==> src/hdl/tce_pkg.sv <==
// ----------------------------------------------------------------------------
// tce_pkg
// Shared types, constants and arithmetic helpers of the tiltrotor control
// effectiveness block.
// ----------------------------------------------------------------------------
`timescale 1ns / 1ps
`default_nettype none

package tce_pkg;

  // Number of CORDIC cells per chain and of square root cells.
  localparam int unsigned CORDIC_STEPS = 16;
  localparam int unsigned SQRT_STEPS   = 24;
  localparam int unsigned NUM_LANES    = 4;

  typedef logic signed [15:0] s16_t;
  typedef logic signed [31:0] q16_t;
  typedef logic signed [33:0] trig_t;
  typedef logic signed [20:0] ang_t;

  // Angle constants in Q.16 radians, CORDIC start value in Q2.30.
  localparam ang_t  PI16     = 21'sd205887;
  localparam ang_t  HALFPI16 = 21'sd102944;
  localparam ang_t  TWOPI16  = 21'sd411775;
  localparam trig_t K_START  = 34'sd652032874;

  localparam ang_t ARC_TAB [CORDIC_STEPS] = '{
    21'sd51472, 21'sd30386, 21'sd16055, 21'sd8150, 21'sd4091, 21'sd2047,
    21'sd1024, 21'sd512, 21'sd256, 21'sd128, 21'sd64, 21'sd32, 21'sd16,
    21'sd8, 21'sd4, 21'sd2
  };

  // Configuration register indexes.
  typedef enum logic [1:0] {
    CFG_LIFT_GAIN  = 2'd0,
    CFG_COEFF_ZERO = 2'd1,
    CFG_COEFF_SLOPE = 2'd2,
    CFG_MIN_SPEED  = 2'd3
  } cfg_idx_e;

  // Earth axis of a result row.
  typedef enum logic [1:0] {
    AXIS_NORTH = 2'd0,
    AXIS_EAST  = 2'd1,
    AXIS_DOWN  = 2'd2
  } axis_e;

  // Input beat, first field in the highest bits.
  typedef struct packed {
    q16_t err_down;
    q16_t err_east;
    q16_t err_north;
    s16_t vel_down;
    s16_t vel_east;
    s16_t vel_north;
    q16_t thrust_vert;
    q16_t thrust_fwd;
    s16_t yaw_angle;
    s16_t pitch_angle;
    s16_t roll_angle;
  } item_t;

  // Output beat payload without the last-row flag.
  typedef struct packed {
    q16_t        objective;
    q16_t        d_fwd_thrust;
    q16_t        d_vert_thrust;
    q16_t        d_pitch;
    q16_t        d_roll;
    logic [1:0]  row_axis;
  } row_t;

  // Square root cell state: radicand still to consume, remainder, root.
  typedef struct packed {
    logic [47:0] rad;
    logic [25:0] rem;
    logic [23:0] root;
  } sqrt_t;

  // Vectoring CORDIC cell state.
  typedef struct packed {
    logic signed [27:0] x;
    logic signed [27:0] y;
    logic signed [19:0] z;
  } vec_t;

  // Rotation CORDIC lane state.
  typedef struct packed {
    trig_t x;
    trig_t y;
    ang_t  z;
  } rot_lane_t;

  typedef rot_lane_t [NUM_LANES-1:0] rot_set_t;

  // Data riding along the square root and vectoring chains.
  typedef struct packed {
    item_t       it;
    logic [39:0] q;
    logic        slow;
  } sq_side_t;

  // Data riding along the rotation chain.
  typedef struct packed {
    item_t                it;
    q16_t                 l1;
    logic                 slow;
    logic [NUM_LANES-1:0] flip;
  } rot_side_t;

  typedef struct packed {
    ang_t z;
    logic flip;
  } prep_t;

  // Round to nearest by n bits, ties toward plus infinity.
  function automatic logic signed [67:0] rnd(input logic signed [67:0] v,
                                             input int unsigned n);
    return (v + (68'sd1 <<< (n - 1))) >>> n;
  endfunction

  // Clamp to the signed 32 bit range.
  function automatic q16_t sat32(input logic signed [67:0] v);
    q16_t r;
    if (v > 68'sd2147483647) begin
      r = 32'sh7fffffff;
    end else if (v < -68'sd2147483648) begin
      r = 32'sh80000000;
    end else begin
      r = q16_t'(v);
    end
    return r;
  endfunction

  // Q2.30 product with rounding.
  function automatic trig_t mul30(input trig_t a, input trig_t b);
    logic signed [67:0] p;
    p = rnd(68'(a) * 68'(b), 30);
    return trig_t'(p);
  endfunction

  // Wrap an angle into one turn and fold it into the right half plane.
  function automatic prep_t prep_angle(input ang_t a);
    ang_t z;
    logic f;
    z = a;
    f = 1'b0;
    if (z > PI16) z = z - TWOPI16;
    if (z < -PI16) z = z + TWOPI16;
    if (z > HALFPI16) begin
      z = z - PI16;
      f = 1'b1;
    end else if (z < -HALFPI16) begin
      z = z + PI16;
      f = 1'b1;
    end
    return '{z: z, flip: f};
  endfunction

endpackage

`default_nettype wire

==> src/hdl/tce_rot_cell.sv <==
// ----------------------------------------------------------------------------
// tce_rot_cell
// One rotation CORDIC micro-rotation applied to four angle lanes at once
// (roll, pitch, heading, angle of attack).
// ----------------------------------------------------------------------------
`timescale 1ns / 1ps
`default_nettype none

module tce_rot_cell #(
  parameter int unsigned STEP   = 0,
  parameter int unsigned SIDE_W = 1
) (
  input  logic              clk_i,
  input  logic              rst_ni,
  input  logic              en_i,
  input  logic              vld_i,
  input  tce_pkg::rot_set_t d_i,
  input  logic [SIDE_W-1:0] side_i,
  output logic              vld_o,
  output tce_pkg::rot_set_t d_o,
  output logic [SIDE_W-1:0] side_o
);
  import tce_pkg::*;

  logic              vld_q;
  rot_set_t          d_q, d_d;
  logic [SIDE_W-1:0] side_q;

  // Drive each residual angle toward zero.
  always_comb begin
    for (int k = 0; k < NUM_LANES; k++) begin
      if (d_i[k].z >= 0) begin
        d_d[k].x = d_i[k].x - (d_i[k].y >>> STEP);
        d_d[k].y = d_i[k].y + (d_i[k].x >>> STEP);
        d_d[k].z = d_i[k].z - ARC_TAB[STEP];
      end else begin
        d_d[k].x = d_i[k].x + (d_i[k].y >>> STEP);
        d_d[k].y = d_i[k].y - (d_i[k].x >>> STEP);
        d_d[k].z = d_i[k].z + ARC_TAB[STEP];
      end
    end
  end

  always_ff @(posedge clk_i or negedge rst_ni) begin
    if (!rst_ni) begin
      vld_q <= 1'b0;
    end else if (en_i) begin
      vld_q <= vld_i;
    end
  end

  always_ff @(posedge clk_i) begin
    if (en_i) begin
      d_q    <= d_d;
      side_q <= side_i;
    end
  end

  assign vld_o  = vld_q;
  assign d_o    = d_q;
  assign side_o = side_q;

endmodule

`default_nettype wire

==> config.mk <==
export PLATFORM = sky130hd
export DESIGN_NAME = tce_rot_cell
export DESIGN_NICKNAME = d
export VERILOG_FILES = /design/src/hdl/tce_pkg.sv /design/src/hdl/tce_rot_cell.sv
export SDC_FILE = /design/constraint.sdc
export NUM_CORES = 1
export LEC_CHECK = 0
export BUFFER_PORTS_ARGS = -buffer_cell sky130_fd_sc_hd__clkbuf_2
export CORE_MARGIN = 4
export CORE_UTILIZATION = 35
export CTS_CLUSTER_DIAMETER = 40
export DETAILED_ROUTE_END_ITERATION = 8
export SYNTH_ARGS = -nofsm -noshare
export SYNTH_HDL_FRONTEND = slang
export SYNTH_SLANG_ARGS = --single-unit
==> constraint.sdc <==
create_clock -name clk_i -period 0.9 [get_ports clk_i]
set_clock_uncertainty 0.05 [all_clocks]
set_input_delay 0.18 -clock clk_i [delete_from_list [all_inputs] [get_ports clk_i]]
set_output_delay 0.18 -clock clk_i [all_outputs]
set_load 0.01 [all_outputs]
**After elaboration in Yosys (flattened, before gate mapping)**

Index checks and enable logic that the tools add are counted.

- Add/subtract/negate cells: 20
- $mul: 0
- Div/mod/pow operators: 0
- $lt $le $gt $ge: 4
- Equality and inequality tests: 0
- Shift operators: 0
- Muxes and demuxes: 4
- Bitwise gates (word level): 0
- Reduce and logical (&&, ||, !) cells: 0

Operators by type and width:

| cell | number |
|---|---|
| 89-bit 2-to-1 mux | 4 |
| 34-bit subtractor | 8 |
| 34-bit adder | 4 |
| 21-bit by 17-bit adder with 21-bit output, second input constant | 4 |
| 21-bit by 1-bit >= comparator with 1-bit output, second input constant | 4 |
| 21-bit by 17-bit subtractor with 21-bit output, second input constant | 4 |

- Bits in registers: 358
- Bits in latches: 0
- Memory bits (writable): 0
- Memory bits (read-only): 0
- Bits of input ports: 361
- Output and inout bits: 358
- Memories kept: 0

**Depth between registers and ports, before layout**

- Word-level depth: 2
- Mapped depth: 15
- Mapped depth without buffers: 13

**Least setup slack after synthesis**

Ideal clock, no wire load.

- Kind: input port to flip-flop
- From: input port d_i[20] (netlist bit)
- To: register d_q, in the netlist d_o[20] (data pin)
- Setup time: 0.146 ns
- Data arrival time: 3.321 ns
- Path slack: -2.617 ns
- Stages: 15
- Buffers on the path: 3
- Cell sequence: clkbuf_1 -> inv_1 -> clkbuf_1 -> clkbuf_1 -> ha_1 -> a21o_1 -> a21oi_1 -> o21bai_1 -> a21o_1 -> a21oi_1 -> o21ai_1 -> o41ai_1 -> o21ai_1 -> a21o_1 -> a21oi_1

RTL lines:

| what | line | RTL |
|---|---|---|
| start: declaration | tce_rot_cell.sv:17 | `input tce_pkg::rot_set_t d_i,` |
| end signal: assignment | tce_rot_cell.sv:54 | `d_q <= d_d;` |
| end: declaration | tce_rot_cell.sv:26 | `rot_set_t d_q, d_d;` |

==> metrics.txt <==
post-route ant nets 0; Power Total roughly 0.092 W; Final Critical Period 2.68 ns; post-detail-place hpwl 124,000 microns; top-area cell type share of the netlist area 0.297; clock slew at reported path FFs around 0.04 ns; nets 7,195; post-route DRC violation count 0; most frequent cell after synthesis a21oi_1; layout cells sized above 1 0.494; CTS root buf clkbuf_16; Skew-Pair Late Insertion Delay 0.64 ns; grt ovf 0; CTS Buf Count 79; status finished, violations left; Placed Area 52,800 sq um; first-pass GRT wire length between 200,000 and 250,000 microns; worst reg2reg startpoint vld_o; fin area a little over 60,000 sq um; CTS H-tree lvls 3; failing checks hold timing, setup timing; r2r endpoint vld_o; critical path launch point type primary input; final setup fails between 600 and 700; core box area 101,000 sq um; fmax 373 MHz; Final WS setup -1.78 ns; Worst setup EP type flop; Slew HR 0.189; Die Y 327 microns; Total GRT Usage 0.275; clock buffer depth 3; die area 107,000 sq um; Critical Path RT 1.30 ns; CP max FO 4; Hold Path Class primary input to flop; maxcap violations 0; async set-or-reset flop fraction in the synthesized netlist 0.00282; input/output buffers between 700 and 800; max-slew violations 0; Hold Crit Start d_i[271]; Ys Warns 0; Period Utilization, post-route 2.98; Worst Hold Margin -0.0950 ns; RePlAce Congestion 0.978; syn_nets 4,984; DR iter-0 viols 2,510; Area Overhead vs Synth 71.8%; Seq cells post-synth 354; Post-Syn Area around 36,000 sq um; CTS tree yes; Avg Synthesized Cell Area 8.60 sq um; top_reg_cell synth edfxtp_1; via count 40,300; Yosys cell types 96; Top Ports 719; Worst Hold Depth 2; initial antenna violation count 28; area leader, netlist edfxtp_1; total routed wirelength roughly 160,000 microns; Avg WL per Cell 20.0 microns; Cells after Synth 4,147; Max rail drop VDD 0.00154 V; hold buffer count at CTS 33; Leak roughly 28 nW; Worst Path Arrival 3.08 ns; Slew @ Worst Pin 1.22 ns; Via density 5.16; Detailed Routing Iterations Pass 1 5; pwr dens 1500 nW/um^2; Initial Utilization 0.355; EDFF count, synth between 300 and 400; crit path from d_i[22]; Final Hold Violating Endpoints 12; sequential element share of the synthesized area 0.298; worst r2r path cells 1; vias in the first global route 40,700; kind of critical path primary input to flop; synth cell count leaders a21oi_1 (517), ha_1 (460), inv_1 (399); RSZ-0062 raised after global routing yes; Worst Hold End d_o[272]; largest cells by area after synthesis edfxtp_1 (30%), ha_1 (16%), a21oi_1 (7.3%); std cell rows 116; Reg2Reg Setup Slack 0.09 ns; Die W 327 microns; clk sink count between 300 and 400; pin count of the biggest net entering global routing 91
==> area by class of cell <==
cell class              count  area (sq um)
repair buffers           2308         16900
clock buffers              87          2070
clock inverters            60           617
multi-input cells        3188         27500
inverters                 427          1860
diodes                     16          40.0
well taps                1357          1700
flip-flops and latches    354         10600
fillers                  8514         39300
==> worst max path at each step <==
stage,endpoint,slack [ns],cells past startpoint
floorplan,d_o[176],-1.90,12
global placement,d_o[52],-2.49,14
detailed placement,d_o[88],-2.55,14
CTS,d_o[88],-1.65,14
global route,d_o[82],-1.79,16
finish,d_o[86],-1.78,15
==> sequential cells by signal, indices dropped and copies added, names as in the netlist <==
signal and flops:
side_o 1, d_o 352, vld_o 1
==> cell families after synthesis <==
family	count (synthesis)	synth area share
AO/OA/AOI/OAI	1399	0.250
AND/OR/NAND/NOR	950	0.125
buffers and inverters	605	0.0654
adder cells (fa/ha/maj)	476	0.170
flip-flops	354	0.298
XOR/XNOR	308	0.0756
multiplexers	55	0.0155
==> power breakdown <==
part           internal (W)  total [W]  switching [W]
clock                0.0187     0.0294         0.0107
sequential           0.0219     0.0232        0.00125
combinational        0.0187     0.0391         0.0204
==> critical path, cell delays in order <==
cell and delay, ns:
clkbuf_16 0.14, inv_8 0.05, ha_4 0.19, nand2b_4 0.15, a221oi_4 0.28, o311a_4 0.26
o211ai_1 0.15, a311oi_2 0.34, o211ai_1 0.17, buf_4 0.22, buf_6 0.12, a221oi_4 0.30
o31ai_4 0.13, and4_1 0.21, nor4_1 0.19
==> what timing repair did <==
| action | 4_1_cts | 5_1_grt |
|---|---|---|
| resized for setup | 564 | 309 |
| pin swaps | 351 | 286 |
| endpoints found under the hold margin | 76 | 12 |
| setup endpoints to repair | 669 | 672 |
| buffers inserted | 107 | 78 |
==> placed cells by master, fill, tap and decap left out, types with 63 or more instances in the layout <==
cell type,instances
a21o_1,116
a21oi_1,386
a21oi_2,107
buf_4,1433
buf_6,111
clkbuf_16,97
clkbuf_2,659
edfxtp_1,353
ha_1,363
ha_4,80
inv_1,346
nand2_1,174
nor2_1,300
nor3_1,78
o21ai_0,129
o21ai_1,69
o21ai_2,63
o21bai_1,105
xnor2_1,232
==> layer usage <==
metal,vias to the layer above,wire length [microns],GRT usage,share of wire
met2,1404,74500,0.471,0.48
met1,19200,63200,0.335,0.41
met5,-,152,0,0.00098
li1,19300,-,-,-
met4,22,6320,0.113,0.041
met3,336,11500,0.0605,0.074
==> per-stage QoR <==
| step | cells | setup slack (ns) | util | setup TNS [ns] |
|---|---|---|---|---|
| 2_1_floorplan | 4147 | -1.90 | - | -394.93 |
| 3_3_place_gp | 7457 | -2.49 | 0.525 | -641.59 |
| 3_5_place_dp | 7457 | -2.55 | 0.525 | -648.28 |
| 4_1_cts | 7722 | -1.65 | 0.591 | -506.36 |
| 5_1_grt | 7791 | -1.79 | 0.609 | -543.38 |
| 6_report | 7797 | -1.78 | 0.609 | -510.20 |
No activity file was read; power rests on OpenSTA's default activity.
