`src/hdl/tce_pkg.sv`:
```
// ----------------------------------------------------------------------------
// tce_pkg
// Shared types, constants and arithmetic helpers of the tiltrotor control
// effectiveness block.
// ----------------------------------------------------------------------------
`timescale 1ns / 1ps
`default_nettype none

package tce_pkg;

  // Number of CORDIC cells per chain and of square root cells.
  localparam int unsigned CORDIC_STEPS = 16;
  localparam int unsigned SQRT_STEPS   = 24;
  localparam int unsigned NUM_LANES    = 4;

  typedef logic signed [15:0] s16_t;
  typedef logic signed [31:0] q16_t;
  typedef logic signed [33:0] trig_t;
  typedef logic signed [20:0] ang_t;

  // Angle constants in Q.16 radians, CORDIC start value in Q2.30.
  localparam ang_t  PI16     = 21'sd205887;
  localparam ang_t  HALFPI16 = 21'sd102944;
  localparam ang_t  TWOPI16  = 21'sd411775;
  localparam trig_t K_START  = 34'sd652032874;

  localparam ang_t ARC_TAB [CORDIC_STEPS] = '{
    21'sd51472, 21'sd30386, 21'sd16055, 21'sd8150, 21'sd4091, 21'sd2047,
    21'sd1024, 21'sd512, 21'sd256, 21'sd128, 21'sd64, 21'sd32, 21'sd16,
    21'sd8, 21'sd4, 21'sd2
  };

  // Configuration register indexes.
  typedef enum logic [1:0] {
    CFG_LIFT_GAIN  = 2'd0,
    CFG_COEFF_ZERO = 2'd1,
    CFG_COEFF_SLOPE = 2'd2,
    CFG_MIN_SPEED  = 2'd3
  } cfg_idx_e;

  // Earth axis of a result row.
  typedef enum logic [1:0] {
    AXIS_NORTH = 2'd0,
    AXIS_EAST  = 2'd1,
    AXIS_DOWN  = 2'd2
  } axis_e;

  // Input beat, first field in the highest bits.
  typedef struct packed {
    q16_t err_down;
    q16_t err_east;
    q16_t err_north;
    s16_t vel_down;
    s16_t vel_east;
    s16_t vel_north;
    q16_t thrust_vert;
    q16_t thrust_fwd;
    s16_t yaw_angle;
    s16_t pitch_angle;
    s16_t roll_angle;
  } item_t;

  // Output beat payload without the last-row flag.
  typedef struct packed {
    q16_t        objective;
    q16_t        d_fwd_thrust;
    q16_t        d_vert_thrust;
    q16_t        d_pitch;
    q16_t        d_roll;
    logic [1:0]  row_axis;
  } row_t;

  // Square root cell state: radicand still to consume, remainder, root.
  typedef struct packed {
    logic [47:0] rad;
    logic [25:0] rem;
    logic [23:0] root;
  } sqrt_t;

  // Vectoring CORDIC cell state.
  typedef struct packed {
    logic signed [27:0] x;
    logic signed [27:0] y;
    logic signed [19:0] z;
  } vec_t;

  // Rotation CORDIC lane state.
  typedef struct packed {
    trig_t x;
    trig_t y;
    ang_t  z;
  } rot_lane_t;

  typedef rot_lane_t [NUM_LANES-1:0] rot_set_t;

  // Data riding along the square root and vectoring chains.
  typedef struct packed {
    item_t       it;
    logic [39:0] q;
    logic        slow;
  } sq_side_t;

  // Data riding along the rotation chain.
  typedef struct packed {
    item_t                it;
    q16_t                 l1;
    logic                 slow;
    logic [NUM_LANES-1:0] flip;
  } rot_side_t;

  typedef struct packed {
    ang_t z;
    logic flip;
  } prep_t;

  // Round to nearest by n bits, ties toward plus infinity.
  function automatic logic signed [67:0] rnd(input logic signed [67:0] v,
                                             input int unsigned n);
    return (v + (68'sd1 <<< (n - 1))) >>> n;
  endfunction

  // Clamp to the signed 32 bit range.
  function automatic q16_t sat32(input logic signed [67:0] v);
    q16_t r;
    if (v > 68'sd2147483647) begin
      r = 32'sh7fffffff;
    end else if (v < -68'sd2147483648) begin
      r = 32'sh80000000;
    end else begin
      r = q16_t'(v);
    end
    return r;
  endfunction

  // Q2.30 product with rounding.
  function automatic trig_t mul30(input trig_t a, input trig_t b);
    logic signed [67:0] p;
    p = rnd(68'(a) * 68'(b), 30);
    return trig_t'(p);
  endfunction

  // Wrap an angle into one turn and fold it into the right half plane.
  function automatic prep_t prep_angle(input ang_t a);
    ang_t z;
    logic f;
    z = a;
    f = 1'b0;
    if (z > PI16) z = z - TWOPI16;
    if (z < -PI16) z = z + TWOPI16;
    if (z > HALFPI16) begin
      z = z - PI16;
      f = 1'b1;
    end else if (z < -HALFPI16) begin
      z = z + PI16;
      f = 1'b1;
    end
    return '{z: z, flip: f};
  endfunction

endpackage

`default_nettype wire

```
`src/hdl/tce_vec_cell.sv`:
```
// ----------------------------------------------------------------------------
// tce_vec_cell
// One vectoring CORDIC micro-rotation toward the x axis, accumulating the
// flight path angle.
// ----------------------------------------------------------------------------
`timescale 1ns / 1ps
`default_nettype none

module tce_vec_cell #(
  parameter int unsigned STEP   = 0,
  parameter int unsigned SIDE_W = 1
) (
  input  logic              clk_i,
  input  logic              rst_ni,
  input  logic              en_i,
  input  logic              vld_i,
  input  tce_pkg::vec_t     d_i,
  input  logic [SIDE_W-1:0] side_i,
  output logic              vld_o,
  output tce_pkg::vec_t     d_o,
  output logic [SIDE_W-1:0] side_o
);
  import tce_pkg::*;

  logic              vld_q;
  vec_t              d_q, d_d;
  logic [SIDE_W-1:0] side_q;

  // Rotate against the sign of y.
  always_comb begin
    if (d_i.y > 0) begin
      d_d.x = d_i.x + (d_i.y >>> STEP);
      d_d.y = d_i.y - (d_i.x >>> STEP);
      d_d.z = d_i.z + 20'(ARC_TAB[STEP]);
    end else begin
      d_d.x = d_i.x - (d_i.y >>> STEP);
      d_d.y = d_i.y + (d_i.x >>> STEP);
      d_d.z = d_i.z - 20'(ARC_TAB[STEP]);
    end
  end

  always_ff @(posedge clk_i or negedge rst_ni) begin
    if (!rst_ni) begin
      vld_q <= 1'b0;
    end else if (en_i) begin
      vld_q <= vld_i;
    end
  end

  always_ff @(posedge clk_i) begin
    if (en_i) begin
      d_q    <= d_d;
      side_q <= side_i;
    end
  end

  assign vld_o  = vld_q;
  assign d_o    = d_q;
  assign side_o = side_q;

endmodule

`default_nettype wire

```
`config.mk`:
```
export PLATFORM = sky130hd
export DESIGN_NAME = tce_vec_cell
export DESIGN_NICKNAME = d
export VERILOG_FILES = /design/src/hdl/tce_pkg.sv /design/src/hdl/tce_vec_cell.sv
export SDC_FILE = /design/constraint.sdc
export NUM_CORES = 1
export LEC_CHECK = 0
export BUFFER_PORTS_ARGS = -buffer_cell sky130_fd_sc_hd__buf_4
export CAP_MARGIN = 0
export CELL_PAD_IN_SITES_DETAIL_PLACEMENT = 1
export CELL_PAD_IN_SITES_GLOBAL_PLACEMENT = 1
export CORE_AREA = 2 2 114 171
export CTS_CLUSTER_SIZE = 14
export DETAILED_ROUTE_END_ITERATION = 16
export DIE_AREA = 0 0 116 173
export PLACE_DENSITY_LB_ADDON = 0.15
export SYNTH_ARGS = -nofsm -noshare
export SYNTH_HDL_FRONTEND = slang
export SYNTH_SLANG_ARGS = --single-unit
```
`constraint.sdc`:
```
create_clock -name clk_i -period 0.8 [get_ports clk_i]
set_input_delay 0.16 -clock clk_i [delete_from_list [all_inputs] [get_ports clk_i]]
set_output_delay 0.16 -clock clk_i [all_outputs]
set_load 0.05 [all_outputs]
```
==> summary.md, run 1 <==
| Metric | Value |
|---|---|
| Ys Warns | 0 |
| Root Buffer | clkbuf_16 |
| GPL Wtd Cong | 0.8921 |
| Total GRT Usage | 87.39% |
| Grt ovf | 454 |
| Number of I/O pins | 159 |
| H-tree lvl count | 3 |
| Pin count of the biggest net entering global routing | 47 |
| Seq cells post-synth | 77 |
| Worst endpoint pin kind | sequential cell input |
| Placed Area | 11140 sq um |
| Count of cell types in the netlist | 71 |
| Ys async rst share | 1.299% |
| Detailed Place HPWL | 22530 um |
| Syn_nets | 978 |
| Yosys top cell area share | 31.22% |
| Synth Instances | 798 |
| Clock sink count | 77 |
| Post-synth EDFFs | 76 |
| Stop Error | [ERROR GRT-0232] Routing congestion too high. Check the congestion heatmap in the GUI. |
| Status | aborted with a tool error |
| Die height | 173 um |
| I/O Buffers | 158 |
| Max Root-Sink Buffers | 2 |
| Synth area leaders | edfxtp_1 (31%), ha_1 (16%), xnor2_1 (6.3%) |
| Placement row count | 61 |
| Number of buffers created by CTS | 9 |
| Stage reached | global routing (5_1_grt) |
| Mean area per synthesized cell | 9.161 sq um |
| Mapped cell area | 7311 sq um |
| Post-synthesis sequential area ratio | 31.56% |
| Synth Flop Type | edfxtp_1 |
| Initial core utilization | 39.58% |
| Grt repair worst endpoint | d_o[19]$_DFFE_PP_/D |
| Synth area leader | edfxtp_1 |
| Die X | 116 um |
-- Yosys cell counts, drive strengths merged (13+ instances only) --
master / number
ha: 95
a31oi: 13
o21ai: 58
nor2: 50
xnor2: 53
xor2: 14
a21o: 18
edfxtp: 76
o21bai: 20
nand2: 38
a21oi: 80
nor3: 19
clkbuf: 18
inv: 81
buf: 17
-- cell families after synthesis --
| logic type | Yosys count | synth area share [%] |
|---|---|---|
| fa+ha+maj | 99 | 17.35 |
| compound gates | 249 | 23.05 |
| xor+xnor | 67 | 8.027 |
| mux | 12 | 1.729 |
| buf+inv | 119 | 6.452 |
| flops | 77 | 31.56 |
| simple gates | 175 | 11.83 |
-- layer usage --
metal  GRT usage, %  overflow
met5          21.03         2
met4          94.69       164
met3          72.80         4
met2          101.2       279
met1          86.49         5
-- stage by stage --
stage	hold WS (ps)	setup slack, ps	instances
floorplan	-135.6	-2152	798
global placement	-64.76	-2449	1437
detailed placement	-62.42	-2565	1437
CTS	35.04	-2060	1540
-- what timing repair did --
item                                   CTS
setup endpoints to repair              147
resized for setup                      331
hold buffers                             6
gates cloned                             5
endpoints found under the hold margin    6
setup buffers                           87
pin swaps                              142
==> run 2: changes to the inputs <==
- CELL_PAD_IN_SITES_DETAIL_PLACEMENT: 1 -> not set
- CELL_PAD_IN_SITES_GLOBAL_PLACEMENT: 1 -> not set
- CORE_AREA: 2 2 114 171 -> 2 2 175 177
- CTS_CLUSTER_SIZE: 14 -> not set
- DIE_AREA: 0 0 116 173 -> 0 0 177 179
==> summary.md, run 2 <==
| Metric | Value |
|---|---|
| H-tree lvl count | 3 |
| I/O Buffers | 158 |
| Post-synth EDFFs | 76 |
| Initial antenna violation count | 0 |
| Most common cell after layout, fill and taps aside | buf_4 |
| Placed Area | 11460 sq um |
| Detailed Place HPWL | 21150 um |
| Number of flip-flops in the largest register | 75 |
| Count of cell types in the netlist | 71 |
| Synth area leader | edfxtp_1 |
| Share of layout cells above drive strength 1 | 60.42% |
| Cell family contributing the most delay on the critical path | compound AO/OA/AOI/OAI gates |
| Grt met3 use | 1.930% |
| Max-cap viol count | 0 |
| Via density | 4.566 |
| Total core area | 30030 sq um |
| Grt ovf | 0 |
| CP arrival | 3030 ps |
| Reg clk slew, reported paths | 70 ps |
| Nets@finish | 1471 |
| Slew @ Worst Pin | 509.3 ps |
| Critical path origin | d_i[21] |
| Post-route cell area | 14410 sq um |
| Routing usage on met2 | 31.40% |
| Req. time, crit path | 920 ps |
| Min Tclk post-route | 2911 ps |
| Most instantiated library cell after synthesis | ha_1 |
| Seq cells post-synth | 77 |
| Synth cell count leaders | ha_1 (95), a21oi_1 (79), inv_1 (78), edfxtp_1 (76), xnor2_1 (53) |
| Hold path start | vld_i |
| Yosys top cell area share | 31.22% |
| Max-slew violations | 0 |
| Skew final | 0 ps |
| Hold Path Class | in -> reg |
| Layout fillers | 2816 |
| Ant. Diodes | 0 |
| GPL Wtd Cong | 0.8160 |
| Crit share post-route | 363.8% |
| Clock sink count | 77 |
| Power density cells | 1569 nW/um^2 |
| Number of buffers created by CTS | 9 |
| First-pass GRT wire length | 42720 um |
| R2r setup slk | 30 ps |
| Number of I/O pins | 159 |
| Worst skew pair latency | 360 ps |
| Crit-path max cell delay | 400 ps |
| Commonest cells after routing, fill and taps aside | buf_4 (344), buf_6 (145), edfxtp_1 (76) |
| Mean area per synthesized cell | 9.161 sq um |
| Post-synthesis sequential area ratio | 31.56% |
| Die ar. | 31680 sq um |
| RSZ-0062 raised after global routing | true |
| Crit path cell chain | buf_8, nor4_4, buf_4, nand4_1, buf_6, nor2_4, or2_4, buf_4, ha_2, a21o_1, a31oi_4, o21ai_2, o41a_1, a21o_1, a21oi_2, xnor2_1 |
| Pin count of the biggest net entering global routing | 32 |
| Worst slew margin | 65.74% |
| Synth area leaders | edfxtp_1 (31%), ha_1 (16%), xnor2_1 (6.3%) |
| CP Launch Type | input pin |
| Placement row count | 64 |
| Root Buffer | clkbuf_16 |
| DR WL/cell | 17.15 um |
| Multi-input logic area | 6140 sq um |
| Crit. End Element | flip-flop |
| Syn_nets | 978 |
| Via count | 7726 |
| Die X | 177 um |
| Peak VDD IR | 1.095 mV |
| Grt met1 use | 22.96% |
| CTS tree | yes |
| Die height | 179 um |
| GRT Max-Usage Layer | met2 |
| Status | complete, but fails checks |
| Launching point of the worst reg2reg path | vld_o$_DFFE_PN0P_ |
| Vias in the first global route | 7830 |
| Failing checks | setup timing |
| Critical path's slowest cell | o41a_1 |
| PnR worst setup slack | -2111 ps |
| Endpoints failing hold | 0 |
| Synth Instances | 798 |
| Power Total | 22.61 mW |
| Initial core utilization | 24.35% |
| Detail Route Antenna Nets | 0 |
| Synth Flop Type | edfxtp_1 |
| Max Root-Sink Buffers | 2 |
| Worst-path maximum fanout | 6 |
| Area occupied by registers | 2308 sq um |
| Initial DRT Pass Iterations | 4 |
| DR iter-0 viols | 341 |
| Layout overhead on the synthesized area | 97.14% |
| CP bufs+invs | 4 |
| Final wirelength | 29010 um |
| Hold Slack | 32.38 ps |
| Final setup viols | 147 |
| Detailed-route DRC error count | 0 |
| LEAKAGE | 6.366 nW |
| Ys Warns | 0 |
| Crit Path Class | in -> reg |
| Total GRT Usage | 17.82% |
| Mapped cell area | 7311 sq um |
| Ys async rst share | 1.299% |
| Peak Freq | 0.3436 GHz |
-- run 2: cell counts after synthesis --
No cell type changed its count.
-- run 2: stage by stage --
step / TNS [ps] / worst slack, ps / cells / utilization, %
after global placement: -147900 / -2702 / 1598 / 38.18
final: -121410 / -2111 / 1692 / 48.00
after global routing: -129270 / -2260 / 1692 / 48.00
after CTS: -120570 / -2125 / 1680 / 46.44
after detailed placement: -148560 / -2759 / 1598 / 38.18
after floorplan: -85940 / -2152 / 798 / -
-- run 2: power by group --
| part | internal [mW] | switching [mW] | total, mW |
|---|---|---|---|
| logic | 5.85 | 6.72 | 12.6 |
| registers | 5.33 | 0.306 | 5.64 |
| clock network | 2.47 | 1.93 | 4.40 |
| total | 13.7 | 8.96 | 22.6 |
-- run 2: cell families (layout without fill, tap and decap cells) --
logic type | count (synthesis) | after routing | share of synthesized area, %
AND/OR/NAND/NOR | 175 | 175 | 11.83
AO/OA/AOI/OAI | 249 | 249 | 23.05
multiplexers | 12 | 12 | 1.729
buffers and inverters | 119 | 617 | 6.452
flip-flops | 77 | 77 | 31.56
adder cells (fa/ha/maj) | 99 | 99 | 17.35
XOR/XNOR | 67 | 67 | 8.027
-- run 2: metal layers --
metal,routed length [um],part of all wire [%],vias up
li1,-,-,3864
met1,13190,45,3677
met2,14430,50,160
met3,958,3.3,25
met4,430,1.5,0
met5,0,0,-
-- run 2: layout make-up --
| cell class | count | share of cell area, % |
|---|---|---|
| Clock inverter | 7 | 0.5730 |
| Timing Repair Buffer | 517 | 33.21 |
| Inverter | 84 | 2.604 |
| Sequential cell | 77 | 16.02 |
| Multi-Input combinational cell | 602 | 42.60 |
| Tap cell | 396 | 3.438 |
| Clock buffer | 9 | 1.563 |
-- run 2: path summary, 6_finish.rpt --
kind,endpoint,cells past startpoint
setup / recovery,d_o[19]$_DFFE_PP_,16
hold / removal,vld_o$_DFFE_PN0P_,2
setup reg to reg,vld_o$_DFFE_PN0P_,1
hold reg to reg,vld_o$_DFFE_PN0P_,1
max in group asynchronous,vld_o$_DFFE_PN0P_,2
min in group asynchronous,vld_o$_DFFE_PN0P_,2
-- run 2: what timing repair did --
item / CTS / global route
buffers inserted: 63 / 22
hold buffers: 6 / 0
setup endpoints to repair: 147 / 147
cloned: 8 / 1
pin swaps: 157 / 99
hold endpoints to repair: 6 / 0
gates resized for setup: 342 / 79
Note: power is estimated with default switching activity, not from simulation.
