===== config.mk =====
export PLATFORM = sky130hd
export DESIGN_NAME = tce_sqrt_cell
export DESIGN_NICKNAME = d
export VERILOG_FILES = /design/src/hdl/tce_pkg.sv /design/src/hdl/tce_sqrt_cell.sv
export SDC_FILE = /design/constraint.sdc
export NUM_CORES = 1
export LEC_CHECK = 0
export BUFFER_PORTS_ARGS = -buffer_cell sky130_fd_sc_hd__buf_2
export CORE_ASPECT_RATIO = 0.6
export CORE_MARGIN = 2
export CORE_UTILIZATION = 35
export DETAILED_ROUTE_END_ITERATION = 12
export GPL_ROUTABILITY_DRIVEN = 0
export PLACE_DENSITY_LB_ADDON = 0.05
export SETUP_SLACK_MARGIN = 0.02
export SLEW_MARGIN = 30
export SYNTH_ARGS = -nofsm -noshare
export SYNTH_HDL_FRONTEND = slang
export SYNTH_SLANG_ARGS = --single-unit

===== constraint.sdc =====
create_clock -name clk_i -period 1.05 [get_ports clk_i]
set_input_delay 0.21 -clock clk_i [delete_from_list [all_inputs] [get_ports clk_i]]
set_output_delay 0.21 -clock clk_i [all_outputs]
set_load 0.02 [all_outputs]

===== src/hdl/tce_pkg.sv =====
// ----------------------------------------------------------------------------
// tce_pkg
// Shared types, constants and arithmetic helpers of the tiltrotor control
// effectiveness block.
// ----------------------------------------------------------------------------
`timescale 1ns / 1ps
`default_nettype none

package tce_pkg;

  // Number of CORDIC cells per chain and of square root cells.
  localparam int unsigned CORDIC_STEPS = 16;
  localparam int unsigned SQRT_STEPS   = 24;
  localparam int unsigned NUM_LANES    = 4;

  typedef logic signed [15:0] s16_t;
  typedef logic signed [31:0] q16_t;
  typedef logic signed [33:0] trig_t;
  typedef logic signed [20:0] ang_t;

  // Angle constants in Q.16 radians, CORDIC start value in Q2.30.
  localparam ang_t  PI16     = 21'sd205887;
  localparam ang_t  HALFPI16 = 21'sd102944;
  localparam ang_t  TWOPI16  = 21'sd411775;
  localparam trig_t K_START  = 34'sd652032874;

  localparam ang_t ARC_TAB [CORDIC_STEPS] = '{
    21'sd51472, 21'sd30386, 21'sd16055, 21'sd8150, 21'sd4091, 21'sd2047,
    21'sd1024, 21'sd512, 21'sd256, 21'sd128, 21'sd64, 21'sd32, 21'sd16,
    21'sd8, 21'sd4, 21'sd2
  };

  // Configuration register indexes.
  typedef enum logic [1:0] {
    CFG_LIFT_GAIN  = 2'd0,
    CFG_COEFF_ZERO = 2'd1,
    CFG_COEFF_SLOPE = 2'd2,
    CFG_MIN_SPEED  = 2'd3
  } cfg_idx_e;

  // Earth axis of a result row.
  typedef enum logic [1:0] {
    AXIS_NORTH = 2'd0,
    AXIS_EAST  = 2'd1,
    AXIS_DOWN  = 2'd2
  } axis_e;

  // Input beat, first field in the highest bits.
  typedef struct packed {
    q16_t err_down;
    q16_t err_east;
    q16_t err_north;
    s16_t vel_down;
    s16_t vel_east;
    s16_t vel_north;
    q16_t thrust_vert;
    q16_t thrust_fwd;
    s16_t yaw_angle;
    s16_t pitch_angle;
    s16_t roll_angle;
  } item_t;

  // Output beat payload without the last-row flag.
  typedef struct packed {
    q16_t        objective;
    q16_t        d_fwd_thrust;
    q16_t        d_vert_thrust;
    q16_t        d_pitch;
    q16_t        d_roll;
    logic [1:0]  row_axis;
  } row_t;

  // Square root cell state: radicand still to consume, remainder, root.
  typedef struct packed {
    logic [47:0] rad;
    logic [25:0] rem;
    logic [23:0] root;
  } sqrt_t;

  // Vectoring CORDIC cell state.
  typedef struct packed {
    logic signed [27:0] x;
    logic signed [27:0] y;
    logic signed [19:0] z;
  } vec_t;

  // Rotation CORDIC lane state.
  typedef struct packed {
    trig_t x;
    trig_t y;
    ang_t  z;
  } rot_lane_t;

  typedef rot_lane_t [NUM_LANES-1:0] rot_set_t;

  // Data riding along the square root and vectoring chains.
  typedef struct packed {
    item_t       it;
    logic [39:0] q;
    logic        slow;
  } sq_side_t;

  // Data riding along the rotation chain.
  typedef struct packed {
    item_t                it;
    q16_t                 l1;
    logic                 slow;
    logic [NUM_LANES-1:0] flip;
  } rot_side_t;

  typedef struct packed {
    ang_t z;
    logic flip;
  } prep_t;

  // Round to nearest by n bits, ties toward plus infinity.
  function automatic logic signed [67:0] rnd(input logic signed [67:0] v,
                                             input int unsigned n);
    return (v + (68'sd1 <<< (n - 1))) >>> n;
  endfunction

  // Clamp to the signed 32 bit range.
  function automatic q16_t sat32(input logic signed [67:0] v);
    q16_t r;
    if (v > 68'sd2147483647) begin
      r = 32'sh7fffffff;
    end else if (v < -68'sd2147483648) begin
      r = 32'sh80000000;
    end else begin
      r = q16_t'(v);
    end
    return r;
  endfunction

  // Q2.30 product with rounding.
  function automatic trig_t mul30(input trig_t a, input trig_t b);
    logic signed [67:0] p;
    p = rnd(68'(a) * 68'(b), 30);
    return trig_t'(p);
  endfunction

  // Wrap an angle into one turn and fold it into the right half plane.
  function automatic prep_t prep_angle(input ang_t a);
    ang_t z;
    logic f;
    z = a;
    f = 1'b0;
    if (z > PI16) z = z - TWOPI16;
    if (z < -PI16) z = z + TWOPI16;
    if (z > HALFPI16) begin
      z = z - PI16;
      f = 1'b1;
    end else if (z < -HALFPI16) begin
      z = z + PI16;
      f = 1'b1;
    end
    return '{z: z, flip: f};
  endfunction

endpackage

`default_nettype wire


===== src/hdl/tce_sqrt_cell.sv =====
// ----------------------------------------------------------------------------
// tce_sqrt_cell
// One digit of a restoring integer square root; consumes two radicand bits
// and produces one root bit per cell.
// ----------------------------------------------------------------------------
`timescale 1ns / 1ps
`default_nettype none

module tce_sqrt_cell #(
  parameter int unsigned SIDE_W = 1
) (
  input  logic              clk_i,
  input  logic              rst_ni,
  input  logic              en_i,
  input  logic              vld_i,
  input  tce_pkg::sqrt_t    d_i,
  input  logic [SIDE_W-1:0] side_i,
  output logic              vld_o,
  output tce_pkg::sqrt_t    d_o,
  output logic [SIDE_W-1:0] side_o
);
  import tce_pkg::*;

  logic              vld_q;
  sqrt_t             d_q, d_d;
  logic [SIDE_W-1:0] side_q;
  logic [27:0]       rem_n;
  logic [27:0]       trial;

  // Bring down two bits and try to subtract the trial divisor.
  always_comb begin
    rem_n = {d_i.rem, d_i.rad[47:46]};
    trial = {2'b00, d_i.root, 2'b01};
    d_d.rad = {d_i.rad[45:0], 2'b00};
    if (rem_n >= trial) begin
      d_d.rem  = 26'(rem_n - trial);
      d_d.root = {d_i.root[22:0], 1'b1};
    end else begin
      d_d.rem  = 26'(rem_n);
      d_d.root = {d_i.root[22:0], 1'b0};
    end
  end

  always_ff @(posedge clk_i or negedge rst_ni) begin
    if (!rst_ni) begin
      vld_q <= 1'b0;
    end else if (en_i) begin
      vld_q <= vld_i;
    end
  end

  always_ff @(posedge clk_i) begin
    if (en_i) begin
      d_q    <= d_d;
      side_q <= side_i;
    end
  end

  assign vld_o  = vld_q;
  assign d_o    = d_q;
  assign side_o = side_q;

endmodule

`default_nettype wire


### Yosys cells after proc, flatten, opt, wreduce, memory -nomap -nowiden

Cells that the tools add are included.

* add/subtract/negate cells: 1
* order comparisons: 1
* multiplexer cells: 1

Operators with widths (count)
* two-way mux 50 bit: 1
* greater-or-equal comparator 28 x 26 -> 1 bit: 1
* subtractor 26 bit: 1

* bits in registers: 98
* output and inout bits: 100

### Longest topological paths before layout

Gate-level depths: netlist of the first run.

* depth in word-level cells: 2
* mapped depth: 12

### Worst setup path before layout of the first run

OpenSTA, ideal clock, no wires.

* path kind: in2reg
* start point: input d_i[17] in the netlist's numbering
* end point: register d_q (netlist bit d_o[29]) (data pin)
* arrival time: 2.506 ns
* path slack: -1.716 ns
* stages: 11
* path buffers: 2
* cells stage by stage: inv_1 -> ha_1 -> buf_2 -> nand2_1 -> or4_1 -> o31ai_2 -> a211oi_2 -> or2_4 -> inv_4 -> buf_8 -> mux2_4

RTL lines
* start: declaration: RTL line tce_sqrt_cell.sv:16 `input tce_pkg::sqrt_t d_i,`
* end signal: assignment: RTL line tce_sqrt_cell.sv:54 `d_q <= d_d;`
* end: declaration: RTL line tce_sqrt_cell.sv:25 `sqrt_t d_q, d_d;`

==> flow_summary_export.csv, run 1 <==
group,metric,value,unit
status,status,"finished with violations",
status,violations,"negative setup slack",
grt,grt_max_degree,33,
synth,ys_ff_latch,98,
place,dp_cells,848,
job,cap_violations,0,
critical_path,crit_type,"in2reg",
critical_path,critPathCaptureType,"flop",
cts,clock_latency,0.35,ns
grt,grt_pass1_vias,3940,
routing,vias,4011,
timing,fmax,419,MHz
critical_path,worstPathCellList,"buf_8, inv_12, ha_4, nor2b_4, o31a_4, a2111oi_4, o31ai_4, a211oi_2, or2_4, buf_12, inv_8, mux2_4",
cells_and_area,n_fill_cell,1174,
timing,hold_viol,0,
cts,cts-buffers-inserted,9,
place,postPlaceCellArea,0.00701,mm²
place,detailed_place_hpwl,10300,µm
cts,cts_tree,"built",
pwr,power_density,1470,mW/mm²
cts,htree_levels,3,
floorplan,rows,33,
floorplan,pin_count,203,
floorplan,die_w,157,µm
cells_and_area,stdcell_area,0.00813,mm²
cells_and_area,fin_util,59.3,%
timing,slew_violations,0,
floorplan,die_area,0.0151,mm²
cts,path_clk_slew,0.07,ns
synth,synth_cell_types,56,
synth,seq_area_frac_synth,59.7,%
cells_and_area,antennaDiodeCount,0,
cells_and_area,multi_input_area,0.00208,mm²
critical_path,path_delay_family,"compound AO/OA/AOI/OAI gates",
floorplan,start_util,35.9,%
pwr,power_leakage,3.70,nW
cells_and_area,area_growth,65.0,%
pwr,vdd_drop_max,689,µV
critical_path,cp-start-kind,"input port",
synth,synth_area,0.00492,mm²
routing,wirelength,13800,µm
routing,drtIter0Drc,201,
place,port_buffers,200,
synth,async_reset_ff_share,1.02,%
critical_path,crit_path_top_delay_cell,"a2111oi_4",
routing,drc_errors,0,
cts,clock_sink_count,98,
floorplan,core-area,0.0137,mm²
cells_and_area,final_cell_mix,"buf_2 (120), buf_4 (103), edfxtp_1 (97)",
grt,antenna_found_initial,0,
synth,syn_inst,369,
timing,layout_setup_ws,-1.34,ns
critical_path,crit_buf_inv,4,
critical_path,crit_arrival,2.50,ns
floorplan,dieHeight,95.9,µm
timing,final-setup-viol-count,125,
synth,synth_ff_type,"edfxtp_1",
synth,syn-mean-instance-area,13.3,µm²
synth,synth-edff-count,97,
critical_path,worstPathMaxFanout,6,
timing,finalHoldWorstSlack,0.0263,ns
cells_and_area,seq_area,0.00294,mm²
cells_and_area,final_common_cell,"buf_2",
timing,skew,0,ns
critical_path,required,1.16,ns
timing,rsz0062_at_grt,"yes",
cts,clockBufferDepth,2,
critical_path,rrSetupSlack,0.28,ns
cells_and_area,fin_cells,878,
grt,grt_pass1_wl,20600,µm
routing,drtPass1Iterations,5,
grt,grt_usage,18.1,%
hold_path,min_path_type,"in2reg",
timing,period_share,228,%
routing,antenna_left,0,
cells_and_area,final_nets,810,
routing,wl_per_cell,15.7,µm
timing,post-route-min-period,2.39,ns
cts,clockRootBuffer,"clkbuf_16",
routing,viasPerCell,4.57,
pwr,p_total,11.9,mW
synth,yosysWarnings,0,
cells_and_area,drive_gt1_share,58.5,%
critical_path,max_stage_delay,0.38,ns
grt,grt-ovfl-total,0,
-- metrics by stage --
step                      setup slack, ns  TNS [ns]
after detailed placement            -1.81    -46.50
final                               -1.34    -38.64
after global routing                -1.39    -43.52
after global placement              -1.78    -45.62
after CTS                           -1.30    -39.00
after floorplan                     -1.61    -40.35
-- cell usage after synthesis, drive strengths merged (2+ instances only) --
library cell  count  area share [%]
nand3             5            0.51
xor2              9             1.6
nand4             4            0.51
mux2i             3            0.61
edfxtp           97              59
o21a              3            0.46
o211ai            3            0.46
o21bai            3            0.46
o22ai             2            0.25
a21oi            24             2.4
a211o             2            0.36
a31oi             2            0.25
o21ai            15             1.5
clkbuf            3            0.23
buf               5             1.0
nor3              5            0.51
a21o             13             2.0
a211oi            4            0.71
o31a              2            0.53
or3               4            0.51
inv              40             3.1
o31ai             3            0.56
ha               26             6.6
or2               3            0.43
mux2             22             6.3
a2111oi           2            0.74
xnor2            11             2.0
nand2            17             1.3
nor2             19             1.4
-- state kept, by name (all words and copies together) (netlist names) --
signal,count
d_o,96
side_o,1
vld_o,1
-- repair_timing --
item                                   4_1_cts  5_1_grt
setup endpoints to repair                  125      125
pin swaps                                    4       26
hold buffers                                 1        0
endpoints found under the hold margin        1        0
resized for setup                           80      125
cloned                                       3        0
buffers inserted                             6        4
-- final timing paths --
check / from / end / cells past startpoint
max: d_i[0] / d_o[39] / 12
min reg2reg: vld_o / vld_o / 1
max in group asynchronous: rst_ni / vld_o / 2
min in group asynchronous: rst_ni / vld_o / 2
max reg2reg: vld_o / vld_o / 1
min: d_i[55] / d_o[57] / 1
-- area by class of cell --
type / instances / area share, %
Timing Repair inverter: 3 / 0.477
Clock inverter: 6 / 0.693
Tap cell: 192 / 2.96
Timing Repair Buffer: 305 / 28.9
Clock buffer: 10 / 2.82
Inverter: 40 / 2.36
Sequential cell: 98 / 36.2
Multi-Input combinational cell: 224 / 25.6
-- power by group --
part / total, mW / internal, mW / switching, mW
registers: 4.96 / 4.79 / 0.163
logic: 3.74 / 1.96 / 1.78
clock network: 3.24 / 1.66 / 1.58
total: 11.9 / 8.42 / 3.52
-- routing by layer --
| metal | part of all wire (%) | GRT usage, % | vias up |
|---|---|---|---|
| met5 | 0 | 0 | - |
| met4 | 0.97 | 4.62 | 0 |
| met3 | 6.3 | 4.55 | 15 |
| met2 | 43 | 27.1 | 130 |
| met1 | 49 | 26.2 | 1868 |
| li1 | - | - | 1998 |
-- cell families (layout without fill, tap and decap cells) --
family          Yosys count  count (layout)  share of synthesized area (%)
mux                      25              25                           6.86
buf+inv                  48             364                           4.35
other cells               1               2                         0.0762
fa+ha+maj                26              26                           6.61
xor+xnor                 20              20                           3.56
simple gates             66              66                           6.71
flops                    98              98                           59.7
compound gates           85              85                           12.2
(Power assumes the default switching activity.)
==> run 2, diff against run 1 <==
Settings changed: PLACE_DENSITY set to 0.6, PLACE_DENSITY_LB_ADDON 0.05 to not set, REMOVE_ABC_BUFFERS set to 1.
==> run 2 against run 1 <==
Against the previous run: the flow still finishes with violations (negative setup slack); die area is the same; clock-buffer cell count fell by 1; power is 1.2% higher; critical endpoint is now d_o[40]; sequential power hardly changed; first-iteration DRC count decreased by 2.0%; worst setup slack got worse by 0.016 ns.
==> flow_summary_export.csv, run 2 (same netlist as run 1, synthesis figures left out) <==
group,metric,value,unit
cells_and_area,antennaDiodeCount,0,
pwr,p_int,8.54,mW
cells_and_area,fin_cells,885,
cts,clock_latency,0.34,ns
cts,clock_sink_count,98,
grt,grt_pass1_wl,21200,µm
grt,grt-ovfl-total,0,
grt,grt_usage,18.5,%
pwr,power_density,1450,mW/mm²
place,port_buffers,200,
cells_and_area,area_growth,69.0,%
cells_and_area,fin_util,60.7,%
timing,slew_violations,0,
routing,wirelength,14500,µm
cells_and_area,final_nets,817,
cts,path_clk_slew,0.07,ns
place,dp_cells,852,
routing,wl_per_cell,16.4,µm
floorplan,die_w,157,µm
critical_path,cp-start-kind,"input port",
timing,fmax,416,MHz
timing,hold_viol,0,
routing,vias,4113,
grt,grt_pass1_vias,4137,
floorplan,rows,33,
timing,period_share,229,%
cells_and_area,final_cell_mix,"buf_2 (105), buf_6 (100), buf_4 (100)",
pwr,power_switching_share,29.3,%
cts,clockRootBuffer,"clkbuf_16",
cells_and_area,drive_gt1_share,59.3,%
critical_path,critPathCaptureType,"flop",
floorplan,pin_count,203,
pwr,power_frac_clock,26.4,%
routing,viasPerCell,4.65,
floorplan,dieHeight,95.9,µm
status,status,"finished with violations",
cells_and_area,largest_reg_flops,96,
cts,cts-buffers-inserted,9,
pwr,vdd_drop_max,764,µV
routing,drtIter0Drc,197,
pwr,p_comb_share,32.4,%
routing,antenna_left,0,
timing,rsz0062_at_grt,"yes",
floorplan,core-area,0.0137,mm²
critical_path,crit_arrival,2.50,ns
critical_path,required,1.14,ns
routing,drc_errors,0,
cts,htree_levels,3,
grt,antenna_found_initial,1,
cts,clockBufferDepth,2,
pwr,power_leakage,3.76,nW
routing,drtPass1Iterations,5,
timing,layout_setup_ws,-1.36,ns
job,cap_violations,0,
critical_path,crit_type,"in2reg",
critical_path,worstPathMaxFanout,6,
floorplan,die_area,0.0151,mm²
timing,final-setup-viol-count,125,
cells_and_area,final_common_cell,"buf_2",
place,detailed_place_hpwl,10300,µm
cts,cts_tree,"built",
pwr,netSwitchingPower,3.55,mW
pwr,p_total,12.1,mW
status,violations,"negative setup slack",
grt,grt_max_degree,45,
hold_path,min_path_type,"in2reg",
pwr,sequentialPowerShare,41.1,%
timing,skew,0,ns
floorplan,start_util,35.9,%
timing,post-route-min-period,2.41,ns
run 2: final timing paths:
kind	startpoint	to	slack, ns	cells after the start
worst max-delay path	d_i[14]	d_o[40]	-1.36	11
worst min-delay path	d_i[90]	d_o[92]	0.04	1
worst max register to register	vld_o	vld_o	0.29	1
worst min register to register	vld_o	vld_o	0.55	1
max in group asynchronous	rst_ni	vld_o	0.81	2
min in group asynchronous	rst_ni	vld_o	0.16	2
run 2: through the flow:
stage / hold WS, ns / cell area [µm²] / TNS [ns] / worst slack, ns
4_1_cts: 0.0212 / 7830 / -38.72 / -1.31
3_3_place_gp: -0.0154 / 6880 / -50.01 / -1.95
3_5_place_dp: -0.0142 / 6880 / -52.40 / -2.05
6_report: 0.0376 / 8320 / -39.02 / -1.36
2_1_floorplan: -0.0856 / 4870 / -44.72 / -1.78
5_1_grt: 0.0217 / 8320 / -44.25 / -1.41
run 2: cell type report:
type | instances | area, µm²
fill | 1127 | 5390
sequential | 98 | 2940
timing repair buffer | 313 | 2540
multi-input combinational | 224 | 2120
tap | 192 | 240
clock buffer | 9 | 225
inverter | 40 | 168
clock inverter | 7 | 61.3
timing repair inverter | 2 | 22.5
run 2: timing repair:
action | CTS | global route
resized for setup | 121 | 142
setup buffers | 11 | 4
hold buffers | 1 | 0
pin swaps | 18 | 8
setup endpoints to repair | 125 | 125
endpoints found under the hold margin | 1 | 0
gates cloned | 2 | 0
run 2: metal layers:
layer | global-route usage, % | vias up | share of wire (%)
met5 | 0 | - | 0.12
met4 | 4.39 | 2 | 1.2
met3 | 6.57 | 17 | 8.4
met2 | 28.4 | 153 | 44
met1 | 25.1 | 1929 | 47
li1 | - | 2012 | -
run 2: power groups by stage:
stage	clock network (mW)	registers, mW	logic (mW)
2_1_floorplan	0	5.51	1.14
3_3_place_gp	0	4.95	3.02
3_5_place_dp	0	4.96	3.07
4_1_cts	3.30	4.90	3.56
5_1_grt	3.43	5.01	4.19
6_report	3.20	4.97	3.92
run 2: critical path: stages:
cell and delay [ns]:
buf_8 0.08, inv_4 0.03, ha_4 0.25, nand2_2 0.05, or4_4 0.57, o31ai_4 0.32, a211oi_2 0.12, or2_4 0.31
buf_6 0.15, inv_8 0.09, mux2_4 0.31
==> run 3, diff against run 2 <==
--- a/config.mk
+++ b/config.mk
@@ -8,3 +8,3 @@
 export BUFFER_PORTS_ARGS = -buffer_cell sky130_fd_sc_hd__buf_2
-export CORE_ASPECT_RATIO = 0.6
+export CORE_ASPECT_RATIO = 1.5
 export CORE_MARGIN = 2
==> constraint.sdc (replaced) <==
create_clock -name clk_i -period 1.05 [get_ports clk_i]
set_input_delay 0 -clock clk_i [delete_from_list [all_inputs] [get_ports clk_i]]
set_output_delay 0 -clock clk_i [all_outputs]
set_load 0.02 [all_outputs]
==> run 3 against run 2 <==
Against the previous run: the run still ends with negative setup slack left; cell area increased by 1.1%; clock power about the same; utilization about the same; global-route usage increased by 2.1 points; first-iteration DRC count decreased by 38%; via count increased by 10%; final cell count increased by 5.9%; combinational power decreased by 6.9%; wire length increased by 9.4%; clock-buffer cell count unchanged; die area about the same; critical endpoint is now d_o[42].
==> flow_summary_export.csv, run 3 (same netlist as run 1, synthesis figures left out) <==
group,metric,value,unit
pwr,power_leakage,3.88,nW
timing,layout_setup_ws,-1.15,ns
routing,wl_per_cell,16.9,µm
critical_path,reg2reg_to,"vld_o",
grt,grt_usage,20.6,%
routing,vias,4523,
floorplan,start_util,35.5,%
cts,cts-buffers-inserted,9,
timing,fmax,455,MHz
timing,post-route-min-period,2.20,ns
timing,final-setup-viol-count,27,
routing,drtIter0Drc,123,
hold_path,holdPathStages,2,
floorplan,pin_count,203,
grt,grt-ovfl-total,0,
job,cap_violations,0,
hold_path,whs_endpoint,"d_o[29]",
grt,grt_pass1_wl,23500,µm
status,violations,"negative setup slack",
floorplan,dieHeight,149,µm
routing,drtPass1Iterations,4,
pwr,power_density,1400,mW/mm²
place,detailed_place_hpwl,11200,µm
critical_path,rrSetupSlack,0.31,ns
status,status,"finished with violations",
timing,fin_tns_setup,-29.46,ns
critical_path,r2r_cells,1,
cts,path_clk_slew,0.07,ns
cts,clockBufferDepth,2,
critical_path,worstPathMaxFanout,6,
cts,clock_latency,0.34,ns
hold_path,min_from,"d_i[27]",
pwr,vdd_drop_max,796,µV
critical_path,crit_arrival,2.31,ns
critical_path,crit_path_top_delay_cell,"a2111oi_4",
cells_and_area,stdcell_area,0.00841,mm²
routing,drc_errors,0,
critical_path,crit_type,"in2reg",
timing,rsz0062_at_grt,"yes",
cells_and_area,area_growth,70.8,%
timing,period_share,210,%
critical_path,required,1.16,ns
cells_and_area,final_common_cell,"buf_2",
floorplan,core-area,0.0139,mm²
cells_and_area,fin_util,60.7,%
critical_path,crit_buf_inv,5,
grt,grt_pass1_vias,4728,
critical_path,path_common_cell,"buf_6",
critical_path,critPathCaptureType,"flop",
cts,htree_levels,3,
hold_path,min_path_type,"in2reg",
cells_and_area,antennaDiodeCount,0,
floorplan,die_w,101,µm
grt,grt_max_degree,36,
cells_and_area,final_cell_mix,"buf_2 (196), buf_4 (102), edfxtp_1 (97)",
floorplan,rows,53,
place,postPlaceCellArea,0.00686,mm²
cells_and_area,largest_reg_flops,96,
critical_path,cp-start-kind,"input port",
cts,cts_tree,"built",
timing,slew_violations,0,
routing,antenna_left,0,
routing,wirelength,15800,µm
cells_and_area,drive_gt1_share,51.2,%
timing,hold_viol,0,
place,dp_cells,827,
floorplan,die_area,0.0151,mm²
cts,clock_sink_count,98,
critical_path,worstPathCellList,"buf_6, inv_4, ha_4, nor2b_4, o31a_4, a2111oi_4, o31ai_4, a211oi_2, or2_4, buf_12, inv_12, buf_6, a31o_4",
place,port_buffers,200,
cts,clockRootBuffer,"clkbuf_16",
grt,antenna_found_initial,0,
critical_path,r2r_start,"vld_o",
place,place_ws,-1.72,ns
routing,viasPerCell,4.83,
critical_path,path_delay_family,"compound AO/OA/AOI/OAI gates",
cells_and_area,fin_cells,937,
timing,skew,0,ns
cells_and_area,final_nets,896,
critical_path,max_stage_delay,0.43,ns
run 3: changes by cell type in the layout (fill, tap and decap cells not counted), sizes merged:
cell         change
dlygate4sd3     +82
buf              -4
clkinv           +2
inv              -1
run 3: per-stage QoR:
stage          hold slack (ns)  total power [mW]
2_1_floorplan           -0.296              6.65
3_3_place_gp            -0.222              8.02
3_5_place_dp            -0.219              8.06
4_1_cts                0.00626              11.8
5_1_grt                 0.0222              12.3
6_report                0.0116              11.8
run 3: what timing repair did:
item	in CTS	in global routing
hold endpoints to repair	83	0
hold buffers	83	0
gates resized for setup	44	16
pin swaps	14	13
endpoints found under the setup margin	27	27
setup buffers	5	3
gates cloned	3	0
run 3: final cells by class:
type / instances / area, µm²
multi-input cells: 224 / 2040
repair buffers: 391 / 2730
well taps: 165 / 206
flip-flops and latches: 98 / 2940
clock inverters: 7 / 66.3
clock buffers: 9 / 225
fillers: 1092 / 5450
inverters: 40 / 165
repair inverters: 3 / 38.8
run 3: report_power, final:
group	switching (mW)	leakage, nW	internal (mW)	total, mW
Clock	1.57	0.142	1.65	3.22
Sequential	0.104	0.961	4.79	4.89
Combinational	1.83	2.78	1.82	3.65
run 3: worst max path at each step:
stage	from	cells after the start	endpoint
global placement	d_i[0]	12	d_o[42]
CTS	d_i[0]	13	d_o[42]
global route	d_i[8]	14	d_o[42]
detailed placement	d_i[15]	10	d_o[27]
floorplan	d_i[7]	10	d_o[26]
finish	d_i[0]	13	d_o[42]
run 3: per-layer routing:
layer  part of all wire, %  GRT usage [%]
met5                     0              0
met4                   2.7           7.67
met3                   6.4           4.45
met2                    54           39.7
met1                    37           21.2
